==> config.mk <==
export PLATFORM = sky130hd
export DESIGN_NAME = lcd_two_digit_writer_flat
export DESIGN_NICKNAME = d
export VERILOG_FILES = /design/src/sv/lcdw_pkg.sv /design/src/sv/lcdw_if.sv /design/src/sv/lcd_two_digit_writer.sv /design/src/flat_wrapper.sv
export SDC_FILE = /design/constraint.sdc
export NUM_CORES = 1
export LEC_CHECK = 0
export ABC_CLOCK_PERIOD_IN_PS = 7580
export BUFFER_PORTS_ARGS = -buffer_cell sky130_fd_sc_hd__buf_2
export CORE_ASPECT_RATIO = 1.1
export CORE_MARGIN = 3
export CORE_UTILIZATION = 50
export CTS_CLUSTER_SIZE = 25
export DETAILED_ROUTE_END_ITERATION = 8
export PLACE_DENSITY = 0.68
export SYNTH_ARGS = -nofsm -noshare
export SYNTH_HDL_FRONTEND = slang
export SYNTH_SLANG_ARGS = --single-unit
==> constraint.sdc <==
create_clock -name i_clk -period 7.58 [get_ports i_clk]
set_input_delay 0.379 -clock i_clk [delete_from_list [all_inputs] [get_ports i_clk]]
set_output_delay 0.379 -clock i_clk [all_outputs]
set_load 0.02 [all_outputs]
==> src/sv/lcdw_pkg.sv <==
// ----------------------------------------------------------------------------
// lcdw_pkg
// Shared widths, constants and the digit segment table of the two-digit
// segment LCD writer.
// ----------------------------------------------------------------------------
package lcdw_pkg;

    // payload widths
    localparam int NUMBER_W = 31;
    localparam int POS_W    = 3;
    localparam int IDX_W    = 5;
    localparam int VAL_W    = 8;

    // shadow of the lcd data registers: four rows of five bytes
    localparam int SHADOW_BYTES = 20;
    localparam int ROW_STRIDE   = 5;

    // default number of digit positions on the glass
    localparam int NUM_POSITIONS_DEF = 6;

    // floor(n / 100) = (n * RECIP_M) >> RECIP_SHIFT for every 31-bit n
    localparam int                    RECIP_SHIFT = 37;
    localparam logic [NUMBER_W-1:0]   RECIP_M     = 31'd1374389535;
    localparam int                    QUOT_W      = 25;
    localparam int                    PROD_W      = 2 * NUMBER_W;

    // nibble masks for read-modify-write
    localparam logic [VAL_W-1:0] KEEP_ODD  = 8'h0f;
    localparam logic [VAL_W-1:0] KEEP_EVEN = 8'hf0;

    // last step index of a job with one or two digits
    localparam logic [2:0] STEP_LAST_ONE = 3'd3;
    localparam logic [2:0] STEP_LAST_TWO = 3'd7;

    typedef logic [3:0]          t_digit;
    typedef logic [POS_W-1:0]    t_pos;
    typedef logic [15:0]         t_pattern;

    // segment pattern of one decimal digit, lowest nibble is row 0
    function automatic t_pattern seg_pattern(input t_digit d);
        t_pattern p;
        case (d)
            4'd0:    p = 16'h1551;
            4'd1:    p = 16'h0118;
            4'd2:    p = 16'h1e11;
            4'd3:    p = 16'h1b11;
            4'd4:    p = 16'h0b50;
            4'd5:    p = 16'h1b41;
            4'd6:    p = 16'h1f41;
            4'd7:    p = 16'h4009;
            4'd8:    p = 16'h1f51;
            4'd9:    p = 16'h1b51;
            default: p = 16'h0000;
        endcase
        return p;
    endfunction

endpackage

==> src/sv/lcdw_if.sv <==
// ----------------------------------------------------------------------------
// lcdw_if
// Valid/ready channels of the two-digit segment LCD writer: the number
// channel in and the register write channel out.
// ----------------------------------------------------------------------------
interface lcdw_in_if;
    logic                          valid;
    logic                          ready;
    logic [lcdw_pkg::NUMBER_W-1:0] number;
    logic [lcdw_pkg::POS_W-1:0]    start_pos;

    modport source (output valid, number, start_pos, input ready);
    modport sink   (input valid, number, start_pos, output ready);
endinterface

interface lcdw_out_if;
    logic                       valid;
    logic                       ready;
    logic [lcdw_pkg::IDX_W-1:0] reg_index;
    logic [lcdw_pkg::VAL_W-1:0] reg_value;
    logic                       last;

    modport source (output valid, reg_index, reg_value, last, input ready);
    modport sink   (input valid, reg_index, reg_value, last, output ready);
endinterface

==> src/sv/lcd_two_digit_writer.sv <==
// ----------------------------------------------------------------------------
// lcd_two_digit_writer
// Shows the last two decimal digits of a number on a segment LCD by
// writing its data registers through a 20-byte shadow.
// ----------------------------------------------------------------------------
// Usage:
//   i_in carries a number and the position of its tens digit. The units
//   digit goes to the next position. o_out carries one register write per
//   item: register index, new full byte value, and last on the final write
//   of the input item. A full item gives 8 writes, an item whose units digit
//   falls off the glass gives 4, an item with start_pos at or beyond
//   NUM_POSITIONS gives none.
//   Path of an item: stage 1 register, divide-by-100 multiply into stage 2,
//   remainder into stage 3, digit split into the job register, write step
//   into the output register, which then holds the item's first write.
//   Throughput: one register write per cycle while o_out.ready is high, set
//   by the write sequencer with its single shadow port. Up to four items are
//   held in the pipeline, so items are taken while earlier writes go out.
//   Reset clears all pipeline valid bits and the whole shadow to zero.
//   When the receiver holds o_out.ready low the write stays on the port
//   unchanged, the sequencer waits and the pipeline fills, then i_in.ready
//   drops.
// ----------------------------------------------------------------------------
module lcd_two_digit_writer #(
    parameter int NUM_POSITIONS = lcdw_pkg::NUM_POSITIONS_DEF
) (
    input  logic             i_clk,
    input  logic             i_rst_n,
    lcdw_in_if.sink          i_in,
    lcdw_out_if.source       o_out
);

    localparam logic [lcdw_pkg::POS_W:0] NPOS = (lcdw_pkg::POS_W + 1)'(NUM_POSITIONS);

    // stage 1: accepted item
    logic                            r_s1_vld;
    logic [lcdw_pkg::NUMBER_W-1:0]   r_s1_num;
    lcdw_pkg::t_pos                  r_s1_pos;

    // stage 2: quotient by 100
    logic                            r_s2_vld;
    logic [lcdw_pkg::QUOT_W-1:0]     r_s2_q;
    logic [6:0]                      r_s2_lo7;
    lcdw_pkg::t_pos                  r_s2_pos;

    // stage 3: number mod 100
    logic                            r_s3_vld;
    logic [6:0]                      r_s3_low2;
    lcdw_pkg::t_pos                  r_s3_pos;

    // job register of the write sequencer
    logic                            r_job_vld;
    lcdw_pkg::t_digit                r_job_tens;
    lcdw_pkg::t_digit                r_job_units;
    lcdw_pkg::t_pos                  r_job_pos;
    logic                            r_job_any;
    logic [2:0]                      r_job_last_step;
    logic [2:0]                      r_cnt;

    // output register
    logic                            r_out_vld;
    logic [lcdw_pkg::IDX_W-1:0]      r_out_idx;
    logic [lcdw_pkg::VAL_W-1:0]      r_out_val;
    logic                            r_out_last;

    logic [lcdw_pkg::VAL_W-1:0]      r_shadow [lcdw_pkg::SHADOW_BYTES];

    logic                            w_s1_rdy, w_s2_rdy, w_s3_rdy, w_job_rdy;
    logic [lcdw_pkg::PROD_W-1:0]     w_prod;
    logic [13:0]                     w_q100;
    logic [6:0]                      w_low2;
    lcdw_pkg::t_digit                w_tens;
    logic [6:0]                      w_units7;
    logic [lcdw_pkg::POS_W:0]        w_pos_ext;
    logic                            w_out_free, w_emit, w_step_last, w_job_done;
    lcdw_pkg::t_digit                w_step_digit;
    lcdw_pkg::t_pos                  w_step_pos;
    logic [1:0]                      w_row;
    lcdw_pkg::t_pattern              w_pattern, w_shifted;
    logic [3:0]                      w_nib;
    logic [lcdw_pkg::IDX_W-1:0]      w_idx;
    logic [lcdw_pkg::VAL_W-1:0]      w_old, w_new;

    // pipeline handshake
    assign w_out_free = !r_out_vld || o_out.ready;
    assign w_job_rdy  = !r_job_vld || w_job_done;
    assign w_s3_rdy   = !r_s3_vld || w_job_rdy;
    assign w_s2_rdy   = !r_s2_vld || w_s3_rdy;
    assign w_s1_rdy   = !r_s1_vld || w_s2_rdy;
    assign i_in.ready = w_s1_rdy;

    // quotient by reciprocal multiply
    assign w_prod = lcdw_pkg::PROD_W'(r_s1_num) * lcdw_pkg::PROD_W'(lcdw_pkg::RECIP_M);

    // remainder: only the low seven bits matter since it stays below 100
    assign w_q100 = r_s2_q[6:0] * 7'd100;
    assign w_low2 = r_s2_lo7 - w_q100[6:0];

    // tens digit by threshold compares, units by subtraction
    always_comb begin
        w_tens = '0;
        for (int k = 1; k <= 9; k++) begin
            if (r_s3_low2 >= 7'(10 * k)) begin
                w_tens = 4'(k);
            end
        end
    end
    assign w_units7  = r_s3_low2 - ({w_tens, 3'b000} + {2'b00, w_tens, 1'b0});
    assign w_pos_ext = {1'b0, r_s3_pos};

    // current write step
    assign w_step_digit = r_cnt[2] ? r_job_units : r_job_tens;
    assign w_step_pos   = r_job_pos + lcdw_pkg::POS_W'(r_cnt[2]);
    assign w_row        = r_cnt[1:0];
    assign w_pattern    = lcdw_pkg::seg_pattern(w_step_digit);
    assign w_shifted    = w_pattern >> {w_row, 2'b00};
    assign w_nib        = w_shifted[3:0];
    assign w_idx        = {3'b000, w_step_pos[2:1]} + {1'b0, w_row, 2'b00}
                        + {3'b000, w_row};
    assign w_old        = r_shadow[w_idx];
    assign w_new        = w_step_pos[0] ? ((w_old & lcdw_pkg::KEEP_ODD) | {w_nib, 4'h0})
                                        : ((w_old & lcdw_pkg::KEEP_EVEN) | {4'h0, w_nib});
    assign w_step_last  = (r_cnt == r_job_last_step);
    assign w_emit       = r_job_vld && r_job_any && w_out_free;
    assign w_job_done   = r_job_vld && (!r_job_any || (w_emit && w_step_last));

    // pipeline valid bits
    always_ff @(posedge i_clk) begin
        if (!i_rst_n) begin
            r_s1_vld  <= 1'b0;
            r_s2_vld  <= 1'b0;
            r_s3_vld  <= 1'b0;
            r_job_vld <= 1'b0;
        end else begin
            if (w_s1_rdy)  r_s1_vld  <= i_in.valid;
            if (w_s2_rdy)  r_s2_vld  <= r_s1_vld;
            if (w_s3_rdy)  r_s3_vld  <= r_s2_vld;
            if (w_job_rdy) r_job_vld <= r_s3_vld;
        end
    end

    // pipeline payload
    always_ff @(posedge i_clk) begin
        if (w_s1_rdy) begin
            r_s1_num <= i_in.number;
            r_s1_pos <= i_in.start_pos;
        end
        if (w_s2_rdy) begin
            r_s2_q   <= w_prod[lcdw_pkg::PROD_W-1:lcdw_pkg::RECIP_SHIFT];
            r_s2_lo7 <= r_s1_num[6:0];
            r_s2_pos <= r_s1_pos;
        end
        if (w_s3_rdy) begin
            r_s3_low2 <= w_low2;
            r_s3_pos  <= r_s2_pos;
        end
        if (w_job_rdy) begin
            r_job_tens      <= w_tens;
            r_job_units     <= w_units7[3:0];
            r_job_pos       <= r_s3_pos;
            r_job_any       <= (w_pos_ext < NPOS);
            r_job_last_step <= ((w_pos_ext + 1'b1) < NPOS) ? lcdw_pkg::STEP_LAST_TWO
                                                           : lcdw_pkg::STEP_LAST_ONE;
        end
    end

    // write step counter
    always_ff @(posedge i_clk) begin
        if (!i_rst_n) begin
            r_cnt <= '0;
        end else if (w_job_done) begin
            r_cnt <= '0;
        end else if (w_emit) begin
            r_cnt <= r_cnt + 3'd1;
        end
    end

    // shadow read-modify-write
    always_ff @(posedge i_clk) begin
        if (!i_rst_n) begin
            for (int i = 0; i < lcdw_pkg::SHADOW_BYTES; i++) begin
                r_shadow[i] <= '0;
            end
        end else if (w_emit) begin
            r_shadow[w_idx] <= w_new;
        end
    end

    // output register
    always_ff @(posedge i_clk) begin
        if (!i_rst_n) begin
            r_out_vld <= 1'b0;
        end else if (w_emit) begin
            r_out_vld <= 1'b1;
        end else if (o_out.ready) begin
            r_out_vld <= 1'b0;
        end
    end

    always_ff @(posedge i_clk) begin
        if (w_emit) begin
            r_out_idx  <= w_idx;
            r_out_val  <= w_new;
            r_out_last <= w_step_last;
        end
    end

    assign o_out.valid     = r_out_vld;
    assign o_out.reg_index = r_out_idx;
    assign o_out.reg_value = r_out_val;
    assign o_out.last      = r_out_last;

    // checks
    a_idx_range: assert property (@(posedge i_clk) disable iff (!i_rst_n)
        r_out_vld |-> (r_out_idx < lcdw_pkg::IDX_W'(lcdw_pkg::SHADOW_BYTES)))
        else $error("register index beyond shadow");

    a_cnt_idle: assert property (@(posedge i_clk) disable iff (!i_rst_n)
        !r_job_vld |-> (r_cnt == 3'd0))
        else $error("step counter running without a job");

    a_cnt_bound: assert property (@(posedge i_clk) disable iff (!i_rst_n)
        r_job_vld |-> (r_cnt <= r_job_last_step))
        else $error("step counter past last step");

    a_last_out: assert property (@(posedge i_clk) disable iff (!i_rst_n)
        (w_emit && w_step_last) |=> (r_out_vld && r_out_last))
        else $error("final write not flagged last");

    a_reset: assert property (@(posedge i_clk)
        !i_rst_n |=> (!r_out_vld && !r_job_vld && !r_s1_vld))
        else $error("pipeline not empty after reset");

endmodule

==> src/flat_wrapper.sv <==
// flat-port wrapper written by rule: the top's interface ports become plain ports
module lcd_two_digit_writer_flat 
#(
    parameter int NUM_POSITIONS = lcdw_pkg::NUM_POSITIONS_DEF
)
  (i_clk, i_rst_n, i_in_valid, i_in_number, i_in_start_pos, i_in_ready, o_out_valid, o_out_reg_index, o_out_reg_value, o_out_last, o_out_ready);
  lcdw_in_if i_in_i ();
  lcdw_out_if o_out_i ();
  input  logic i_clk;
  input  logic i_rst_n;
  input wire logic [$bits(i_in_i.valid)-1:0] i_in_valid;
  input wire logic [$bits(i_in_i.number)-1:0] i_in_number;
  input wire logic [$bits(i_in_i.start_pos)-1:0] i_in_start_pos;
  output wire logic [$bits(i_in_i.ready)-1:0] i_in_ready;
  output wire logic [$bits(o_out_i.valid)-1:0] o_out_valid;
  output wire logic [$bits(o_out_i.reg_index)-1:0] o_out_reg_index;
  output wire logic [$bits(o_out_i.reg_value)-1:0] o_out_reg_value;
  output wire logic [$bits(o_out_i.last)-1:0] o_out_last;
  input wire logic [$bits(o_out_i.ready)-1:0] o_out_ready;
  assign i_in_i.valid = i_in_valid;
  assign i_in_i.number = i_in_number;
  assign i_in_i.start_pos = i_in_start_pos;
  assign i_in_ready = i_in_i.ready;
  assign o_out_valid = o_out_i.valid;
  assign o_out_reg_index = o_out_i.reg_index;
  assign o_out_reg_value = o_out_i.reg_value;
  assign o_out_last = o_out_i.last;
  assign o_out_i.ready = o_out_ready;
  lcd_two_digit_writer #(.NUM_POSITIONS(NUM_POSITIONS)) u_core (.i_clk(i_clk), .i_rst_n(i_rst_n), .i_in(i_in_i), .o_out(o_out_i));
endmodule
==> results.md, run 1 <==
* Status: completed
* Worst-Skew Late Latency at roughly 570 ps
* Slew Viols, Final at 0
* Gr usage total at around a quarter
* R2R depth at 20
* Largest net degree at the start of global routing at 39
* Synth cell count leaders: inv_1 (567), edfxtp_1 (342), fa_1 (302)
* Initial antenna violation count at 0
* Crit end category: flop
* Sequential area share after synthesis at a little under two fifths
* # diodes at 0
* Vias in the first global route at around 18000
* Count leader, synth: inv_1
* Area delta synth->final at 9.68%
* Most used cell, CP: fa_1
* CTS tree: yes
* Drt wl/cell at 22.4 µm
* Max Fclk at approximately 140 MHz
* Relative slew slack at a little under a quarter
* RePlAce Congestion at around 0.99
* Reg2reg setup slack at between 500 and 600 ps
* Setup ws final at around 570 ps
* Worst Path Required at 7870 ps
* Hold EP: u_core.r_s1_vld$_SDFFE_PN0P_
* Hold-fix buffers at CTS at 34
* Core box area at between 50000 and 60000 µm²
* Total CTS buffers at 37
* CP max FO at 10
* Reg-to-reg endpoint: u_core.r_s2_q[0]$_DFFE_PP_
* Met2 Wirelength at approximately 37000 µm
* Clock Skews at about 24 ps
* Cell Rows at 89
* Longest Clk Path Bufs at 3
* Layout cell share with drive strength beyond 1 at about a tenth
* GRT overflow at 0
* Drt pass-1 iters at 7
* DRT antenna net count at 0
* Root buffer cell: clkbuf_16
* H-tree depth at 2
* Routed metal-1 wirelength at about 26000 µm
* Slew @ Worst Pin at around 1200 ps
* Mapped cell area at ~27000 µm²
* Final Hold Viols at 0
* CTS clk-pin slew, worst paths at 70 ps
* Hold crit path type: input port to flop
* Syn Area/Cell at approximately 12 µm²
* Number of flops mapped to enable cells by yosys at around 340
* Largest stage delay, worst path at between 700 and 800 ps
* DIE HEIGHT at roughly 250 µm
* Final Critical Period at ~7000 ps
* WL met3 at approximately 2700 µm
* Share of the synthesized area in the top cell type at between 30 and 40%
* PostCTS Resize Cnt at 0
* Post-route DRC at 0
* Crit-path slowest cell: edfxtp_1
* Worst Hold Launch: i_in_valid
* Asr flop ratio synth at 0%
* Max-Cap Viols at 0
* Routed vias at 16500
* Period utilisation layout at between 90% and 100%
* Final net count at about 2900
* Die area at 57300 µm²
* Setup Buffers After CTS at 0
* Worst Setup Start Kind: flop
* Starting density of the core at 50.6%
* Unrepaired setup endpoints after global routing: false
* Port Buffers at 53
* # IOs at 54
* Ranking of synthesized cells by area: edfxtp_1 (38%), fa_1 (22%), ha_1 (13%)
* Mapped Cells at between 2000 and 2500
* WP data arrival at between 7000 and 8000 ps
* Primary FF master, synth: edfxtp_1
* Synthesized net count at between 2000 and 3000
* DR top layer: met4
* Cell variety after synth at 67
* DR iter-0 viols at about 1200
* Critical Path, Cell by Cell: ha_1 -> inv_1 -> fa_1 -> inv_1 -> fa_1 -> fa_1 -> fa_1 -> fa_1 -> fa_1 -> inv_1 -> fa_1 -> inv_1 -> ha_1 -> a21oi_1 -> o21ai_0 -> a311oi_1 -> nand2_1 -> a211o_1 -> a31o_2 -> xor2_1
* Synth Warn # at 0
* Worst slack at placement at about 600 ps
* Via-to-Cell Ratio at roughly 5.4
* Clock Sinks at 350
* Final WL at just under 70000 µm
* Final setup vio count at 0
* #FFs+latches synth at between 300 and 400
* First-pass GRT wire length at approximately 110000 µm
* Post-route setup TNS at 0 ps
* Yosys top cell by area: edfxtp_1
* R2R Path Start: u_core.r_s1_num[12]$_DFFE_PP_
* Die W at 229 µm
* DP HPWL at 53700 µm
* Worst hold path depth at 3
* WS Path Type: flop to flop
## layer usage
metal | vias to the layer above | global-route usage (%)
li1 | 7433 | -
met1 | 8404 | 29.4
met2 | 503 | 45.0
met3 | 166 | 2.88
met4 | 0 | 11.9
met5 | - | 0
## placed cells by master, fill, tap and decap left out, types with 4 or more instances in the layout
master	n
a211oi_1	10
a21boi_0	4
a21o_1	9
a21oi_1	41
a31oi_1	9
and3_1	5
and4_1	4
buf_2	53
buf_4	23
bufinv_16	6
clkbuf_1	4
clkbuf_16	37
clkinv_1	9
dfxtp_1	8
dlygate4sd3_1	34
edfxtp_1	342
fa_1	301
ha_1	276
inv_1	567
inv_2	12
mux2i_1	18
mux4_2	65
nand2_1	99
nand2b_1	5
nand3_1	21
nand4_1	7
nor2_1	193
nor2b_1	7
nor3_1	18
nor4_1	4
o21a_1	8
o21ai_0	29
xnor2_1	33
xor2_1	9
## critical path: cells and delay by family, from the launching register on
family,cells,cell delay [ps]
AO/OA/AOI/OAI,5,1310
adder cells (fa/ha/maj),9,4040
buffers and inverters,4,380
AND/OR/NAND/NOR,1,100
XOR/XNOR,1,130
flip-flops,1,780
## worst max path at each step
stage | from | end | slack (ps) | depth (start not counted)
after floorplan | u_core.r_s1_num[8]$_DFFE_PP_ | u_core.r_s2_q[0]$_DFFE_PP_ | 1150 | 22
after global placement | u_core.r_s1_num[12]$_DFFE_PP_ | u_core.r_s2_q[0]$_DFFE_PP_ | 640 | 20
after detailed placement | u_core.r_s1_num[12]$_DFFE_PP_ | u_core.r_s2_q[0]$_DFFE_PP_ | 600 | 20
after CTS | u_core.r_s1_num[12]$_DFFE_PP_ | u_core.r_s2_q[0]$_DFFE_PP_ | 560 | 20
after global routing | u_core.r_s1_num[1]$_DFFE_PP_ | u_core.r_s2_q[0]$_DFFE_PP_ | 260 | 22
final | u_core.r_s1_num[12]$_DFFE_PP_ | u_core.r_s2_q[0]$_DFFE_PP_ | 570 | 20
## cell families after synthesis
logic type	count (synthesis)	share of synthesized area, %
AOI/OAI and AO/OA	152	3.86
xor gates and xnor gates	43	1.45
adders and majority gates	579	34.9
buffers and inverters	630	9.30
DFF	350	38.3
muxes	86	6.27
and+or+nand+nor	376	5.88
## cell type report
type                       count  area (µm²)
clock buffer                  41         941
clock inverter                25         333
fill                        4443       23900
inverter                     580        2180
multi-input combinational   1236       14300
sequential                   350       10400
tap                          728         911
timing repair buffer         110         778
## sequential cells by signal, summed over array words and instances (netlist names), 3 cells and up
signal and flops:
u_core.o_out.reg_value 8, u_core.r_s3_pos 3, u_core.r_job_tens 4, u_core.r_cnt 3, u_core.r_s1_pos 3, u_core.r_shadow 256
u_core.r_s2_pos 3, u_core.r_job_pos 3, u_core.r_job_units 4, u_core.o_out.reg_index 5, u_core.r_s3_low2 7, u_core.r_s1_num 31
u_core.r_s2_q 5, u_core.r_s2_lo7 7
## metrics by stage
step	hold WS (ps)	instances	utilization, %	instance area, µm²
finish	79.5	3070	55.5	29900
global route	76.3	3070	55.5	29900
CTS	58.0	3070	55.5	29900
detailed placement	406	2970	52.5	28200
global placement	402	2970	52.5	28200
floorplan	400	2216	-	27200
Power of run 1 is left out: the tool's default activity adds up to more than one toggle a clock period on the data nets, which glitch-free logic cannot reach.
==> run 2, diff against run 1 <==
Settings changed: HOLD_SLACK_MARGIN set to 0.15.
==> run 2 against run 1 <==
  * First-iteration DRC count is 3.4% lower
  * Critical endpoint unchanged
  * Sequential cell count stayed put
  * Setup slack better by 13 ps
  * Cell area is essentially flat
  * Critical path type unchanged
  * Critical path depth is the same
  * Die area unchanged
==> results.md, run 2 (same netlist as run 1, synthesis figures left out) <==
* Max-Cap Viols at 0 (unchanged)
* Via-to-Cell Ratio at 5.36 (-0.24%)
* DR top layer: met4
* Most used cell, CP: fa_1
* Fill count at 4441 (-0.045%)
* CTS tree: yes
* Clock Sinks at 350 (unchanged)
* Worst-Skew Late Latency at 570 ps (about the same)
* PostCTS Resize Cnt at 0 (unchanged)
* Gr usage total at 24.8% (about the same)
* # IOs at 54 (unchanged)
* Worst Path Required at 7870 ps (about the same)
* Crit end category: flop
* Core box area at 53800 µm² (unchanged)
* Drt pass-1 iters at 5 (-2)
* Die W at 229 µm (unchanged)
* DRT antenna net count at 0 (unchanged)
* Relative slew slack at 23.2% (+0.49 points)
* Port Buffers at 53 (unchanged)
* Final setup vio count at 0 (unchanged)
* Fin area at 29900 µm² (about the same)
* GRT overflow at 0 (unchanged)
* # diodes at 0 (unchanged)
* DP HPWL at 53700 µm (unchanged)
* Vias in the first global route at 18300 (+0.033%)
* Clock Skews at 22.9 ps (-0.621 ps)
* Met2 Wirelength at 36500 µm (about the same)
* Largest register FFs at 256 (unchanged)
* Total CTS buffers at 37 (unchanged)
* Die area at 57300 µm² (unchanged)
* Layout Cells excl Fill at 3072 (+0.065%)
* Dpl cell area at 28200 µm² (unchanged)
* Slew @ Worst Pin at 1150 ps (-7.41 ps)
* Slew Viols, Final at 0 (unchanged)
* Layout cell share with drive strength beyond 1 at 9.64% (about the same)
* Routed vias at 16500 (-0.18%)
* Starting density of the core at 50.6% (unchanged)
* DR iter-0 viols at 1123 (-3.4%)
* Worst Setup Start Kind: flop
* Final WL at 68600 µm (-0.13%)
* Largest net degree at the start of global routing at 39 (unchanged)
* Cell Rows at 89 (unchanged)
* Final Critical Period at 7000 ps (-12.6 ps)
* Buf/Inv on CP at 4 (unchanged)
* WP data arrival at 7290 ps (-20 ps)
* Largest stage delay, worst path at 790 ps (about the same)
* Most frequent cells in the layout: inv_1 (567), edfxtp_1 (342), fa_1 (301)
* Drt wl/cell at 22.3 µm (-0.19%)
* Final Hold Viols at 0 (unchanged)
* Final net count at 2934 (+0.068%)
* Leading cell type in the layout, fill and taps excluded: inv_1
* Status: completed
* Unrepaired setup endpoints after global routing: false
* H-tree depth at 2 (unchanged)
* Area delta synth->final at 9.75% (about the same)
* First-pass GRT wire length at 107000 µm (about the same)
* Register with the most flip-flops: u_core.r_shadow
* Period utilisation layout at 92.3% (-0.17 points)
* Placed insts at 2970 (unchanged)
* RePlAce Congestion at 0.994 (unchanged)
* WS Path Type: flop to flop
* Critical Path, Cell by Cell: ha_1 -> inv_1 -> fa_1 -> inv_1 -> fa_1 -> fa_1 -> fa_1 -> fa_1 -> fa_1 -> inv_1 -> fa_1 -> inv_1 -> ha_1 -> a21oi_1 -> o21ai_0 -> a311oi_1 -> nand2_1 -> a211o_1 -> a31o_2 -> xor2_1
* Crit-path leading delay family: adder cells
* Root buffer cell: clkbuf_16
* WL met3 at 2720 µm (+0.41%)
* Crit-path slowest cell: edfxtp_1
* Initial antenna violation count at 0 (unchanged)
* Max Fclk at 143 MHz (+0.18%)
* Post-route setup TNS at 0 ps (unchanged)
* Post-route DRC at 0 (unchanged)
* CTS clk-pin slew, worst paths at 70 ps (about the same)
* Longest Clk Path Bufs at 3 (unchanged)
* Hold crit path type: flop to flop
* DIE HEIGHT at 251 µm (unchanged)
* Routed metal-1 wirelength at 25700 µm (-0.35%)
* CP max FO at 10 (unchanged)
* Utilization after layout at 55.6% (about the same)
-- run 2: changes by cell type in the layout (fill, tap and decap cells not counted) --
cell	change
dlygate4sd3_1	+2
-- run 2: layout make-up --
cell class	instances	area (µm²)	share of cell area, %
Clock buffer	41	941	3.15
Sequential cell	350	10400	34.9
Inverter	580	2180	7.29
Multi-Input combinational cell	1236	14300	47.8
Clock inverter	25	333	1.11
Timing Repair Buffer	112	798	2.67
Tap cell	728	911	3.05
-- run 2: stage by stage --
| step | setup slack, ps | hold WS, ps |
|---|---|---|
| floorplan | 1150 | 400 |
| global placement | 640 | 402 |
| detailed placement | 602 | 406 |
| CTS | 560 | 421 |
| global route | 262 | 425 |
| finish | 580 | 418 |
-- run 2: routing by layer --
metal,vias to the layer above,track usage (%)
li1,7437,-
met1,8395,29.4
met2,477,45.0
met3,168,2.88
met4,0,11.9
met5,-,0
-- run 2: worst reg2reg max path, cell delays in order (launching register included) --
cell      delay (ps)
edfxtp_1         790
ha_1             400
inv_1            190
fa_1             460
inv_1             90
fa_1             450
fa_1             470
fa_1             540
fa_1             440
fa_1             490
inv_1             50
fa_1             470
inv_1             40
ha_1             330
a21oi_1          300
o21ai_0          170
a311oi_1         290
nand2_1          100
a211o_1          280
a31o_2           240
xor2_1           130
-- run 2: repair_timing --
item	CTS	global route
buffers inserted	0	0
endpoints found under the hold margin	36	0
hold buffers	36	0
-- run 2: final timing paths --
check | startpoint | depth (start not counted) | end | slack, ps
setup / recovery | u_core.r_s1_num[12]$_DFFE_PP_ | 20 | u_core.r_s2_q[0]$_DFFE_PP_ | 580
setup reg to reg | u_core.r_s1_num[12]$_DFFE_PP_ | 20 | u_core.r_s2_q[0]$_DFFE_PP_ | 580
hold / removal | u_core.r_s2_lo7[0]$_DFFE_PP_ | 0 | u_core.r_s3_low2[0]$_DFFE_PP_ | 420
hold reg to reg | u_core.r_s2_lo7[0]$_DFFE_PP_ | 0 | u_core.r_s3_low2[0]$_DFFE_PP_ | 420
Power of run 2 is left out for the same reason.
==> run 3, diff against run 2 <==
Settings changed: GPL_TIMING_DRIVEN set to 0.
==> run 3 against run 2 <==
  * Via count rose by 1.9%
  * Sequential cell count is the same
  * Cell area grew 0.55%
  * Critical path depth grew 1
  * Critical endpoint unchanged
  * Routed wire length increased by 1.4%
  * Highest routed layer unchanged
==> results.md, run 3 (same netlist as run 1, synthesis figures left out) <==
* CTS clk-pin slew, worst paths at 60 ps (about the same)
* # IOs at 54 (unchanged)
* Hold crit path type: flop to flop
* GRT overflow at 0 (unchanged)
* Layout Cells excl Fill at 3109 (+1.2%)
* CP max FO at 10 (unchanged)
* Total CTS buffers at 38 (+2.7%)
* Slew @ Worst Pin at 1230 ps (+75.7 ps)
* RePlAce Congestion at 0.960 (-3.4%)
* Final net count at 2973 (+1.3%)
* DP HPWL at 54300 µm (+1.1%)
* Longest Clk Path Bufs at 3 (unchanged)
* Placed insts at 2998 (+0.94%)
* Clock Skews at 22.2 ps (-0.704 ps)
* DIE HEIGHT at 251 µm (unchanged)
* Setup ws final at 154 ps (-426 ps)
* Cell Rows at 89 (unchanged)
* Worst slack at placement at 51.6 ps (-551 ps)
* Final WL at 69600 µm (+1.4%)
* Largest net degree at the start of global routing at 31 (-21%)
* Crit end category: flop
* Root buffer cell: clkbuf_16
* Max Fclk at 135 MHz (-5.7%)
* Slew Viols, Final at 0 (unchanged)
* R2R Path Start: u_core.r_s1_num[10]$_DFFE_PP_
* Final Hold Viols at 0 (unchanged)
* Register with the most flip-flops: u_core.r_shadow
* Layout cell share with drive strength beyond 1 at 10.5% (+0.90 points)
* Final setup vio count at 0 (unchanged)
* Core box area at 53800 µm² (unchanged)
* Routed vias at 16800 (+1.9%)
* Via-to-Cell Ratio at 5.40 (+0.70%)
* Max-Cap Viols at 0 (unchanged)
* Starting density of the core at 50.6% (unchanged)
* Post-route DRC at 0 (unchanged)
* WS Path Type: flop to flop
* Period utilisation layout at 98.0% (+5.6 points)
* Vias in the first global route at 18300 (-0.49%)
* Largest register FFs at 256 (unchanged)
* Worst Setup Start Kind: flop
* Initial antenna violation count at 0 (unchanged)
* H-tree depth at 2 (unchanged)
* CTS tree: yes
* Worst hold path depth at 0 (unchanged)
* Area delta synth->final at 10.4%
* Reg2reg setup slack at 150 ps (-430 ps)
* Status: completed
* Port Buffers at 53 (unchanged)
* First-pass GRT wire length at 107000 µm (+0.37%)
* Relative slew slack at 17.5% (-5.7 points)
* Gr usage total at 25.1% (+0.33 points)
* Drt wl/cell at 22.4 µm (+0.21%)
* R2R depth at 21 (+5.0%)
* Die W at 229 µm (unchanged)
* Drt pass-1 iters at 5 (unchanged)
* Hold EP: u_core.r_s3_low2[1]$_DFFE_PP_
* Most frequent cells in the layout: inv_1 (567), edfxtp_1 (342), fa_1 (302)
* Leading cell type in the layout, fill and taps excluded: inv_1
* DR iter-0 viols at 1032 (-8.1%)
* Utilization after layout at 55.9% (+0.31 points)
* Worst-Skew Late Latency at 560 ps (about the same)
* Die area at 57300 µm² (unchanged)
* DRT antenna net count at 0 (unchanged)
* Clock Sinks at 350 (unchanged)
* # diodes at 0 (unchanged)
* Worst Hold Launch: u_core.r_s2_lo7[1]$_DFFE_PP_
* Worst Path Required at 7880 ps (about the same)
* Reg-to-reg endpoint: u_core.r_s2_q[0]$_DFFE_PP_
* Final Critical Period at 7430 ps (+426 ps)
* WP data arrival at 7730 ps (+440 ps)
-- run 3: changes by cell type in the layout (fill, tap and decap cells not counted), moves of 3 or more --
cell	previous run	this run
buf_2	53	70
buf_4	23	19
buf_6	0	13
clkbuf_1	4	12
buf_1	0	3
bufinv_16	6	1
-- run 3: metal layers --
metal / GRT usage (%) / vias to the layer above / routed length [µm]
met3: 2.95 / 170 / 2950
met4: 11.8 / 0 / 3780
li1: - / 7518 / -
met2: 46.4 / 502 / 37200
met1: 29.2 / 8603 / 25600
met5: 0 / - / 0
-- run 3: timing repair --
item | in CTS | in global routing
hold buffers | 36 | 0
setup endpoints to repair | 0 | 2
gates resized for setup | 0 | 1
hold endpoints to repair | 36 | 0
buffers inserted | 0 | 10
-- run 3: through the flow --
step           area, µm²  TNS (ps)  hold slack (ps)
2_1_floorplan      27200         0              400
3_3_place_gp       28400         0              405
3_5_place_dp       28400         0              406
4_1_cts            30000         0              420
5_1_grt            30000     -55.4              427
6_report           30000         0              416
-- run 3: how the worst max path moves through the flow --
stage,from,to,slack (ps)
global route,u_core.r_s1_num[10]$_DFFE_PP_,u_core.r_s2_q[0]$_DFFE_PP_,-50
floorplan,u_core.r_s1_num[8]$_DFFE_PP_,u_core.r_s2_q[0]$_DFFE_PP_,1150
global placement,u_core.r_s1_num[9]$_DFFE_PP_,u_core.r_s2_q[0]$_DFFE_PP_,90
CTS,u_core.r_s1_num[8]$_DFFE_PP_,u_core.r_s2_q[0]$_DFFE_PP_,20
detailed placement,u_core.r_s1_num[8]$_DFFE_PP_,u_core.r_s2_q[0]$_DFFE_PP_,50
finish,u_core.r_s1_num[10]$_DFFE_PP_,u_core.r_s2_q[0]$_DFFE_PP_,150
-- run 3: cell type report --
| class | instances | area (µm²) |
|---|---|---|
| tap | 728 | 911 |
| timing repair buffer | 100 | 721 |
| buffer | 50 | 357 |
| inverter | 580 | 2180 |
| multi-input combinational | 1236 | 14300 |
| clock buffer | 46 | 1020 |
| clock inverter | 19 | 154 |
| sequential | 350 | 10400 |
| fill | 4501 | 23700 |
-- run 3: critical path: stages, from the launching register on --
cell and delay [ps]:
edfxtp_1 690, ha_1 580, inv_1 100, fa_1 490
inv_1 60, fa_1 510, inv_1 60, fa_1 530
inv_1 50, fa_1 410, fa_1 490, fa_1 520
fa_1 440, ha_1 280, clkbuf_1 200, a21oi_1 260
o21ai_0 250, a311oi_2 440, nand2_1 120, a211o_1 300
a31o_2 240, xor2_1 130
Power of run 3 is left out for the same reason.
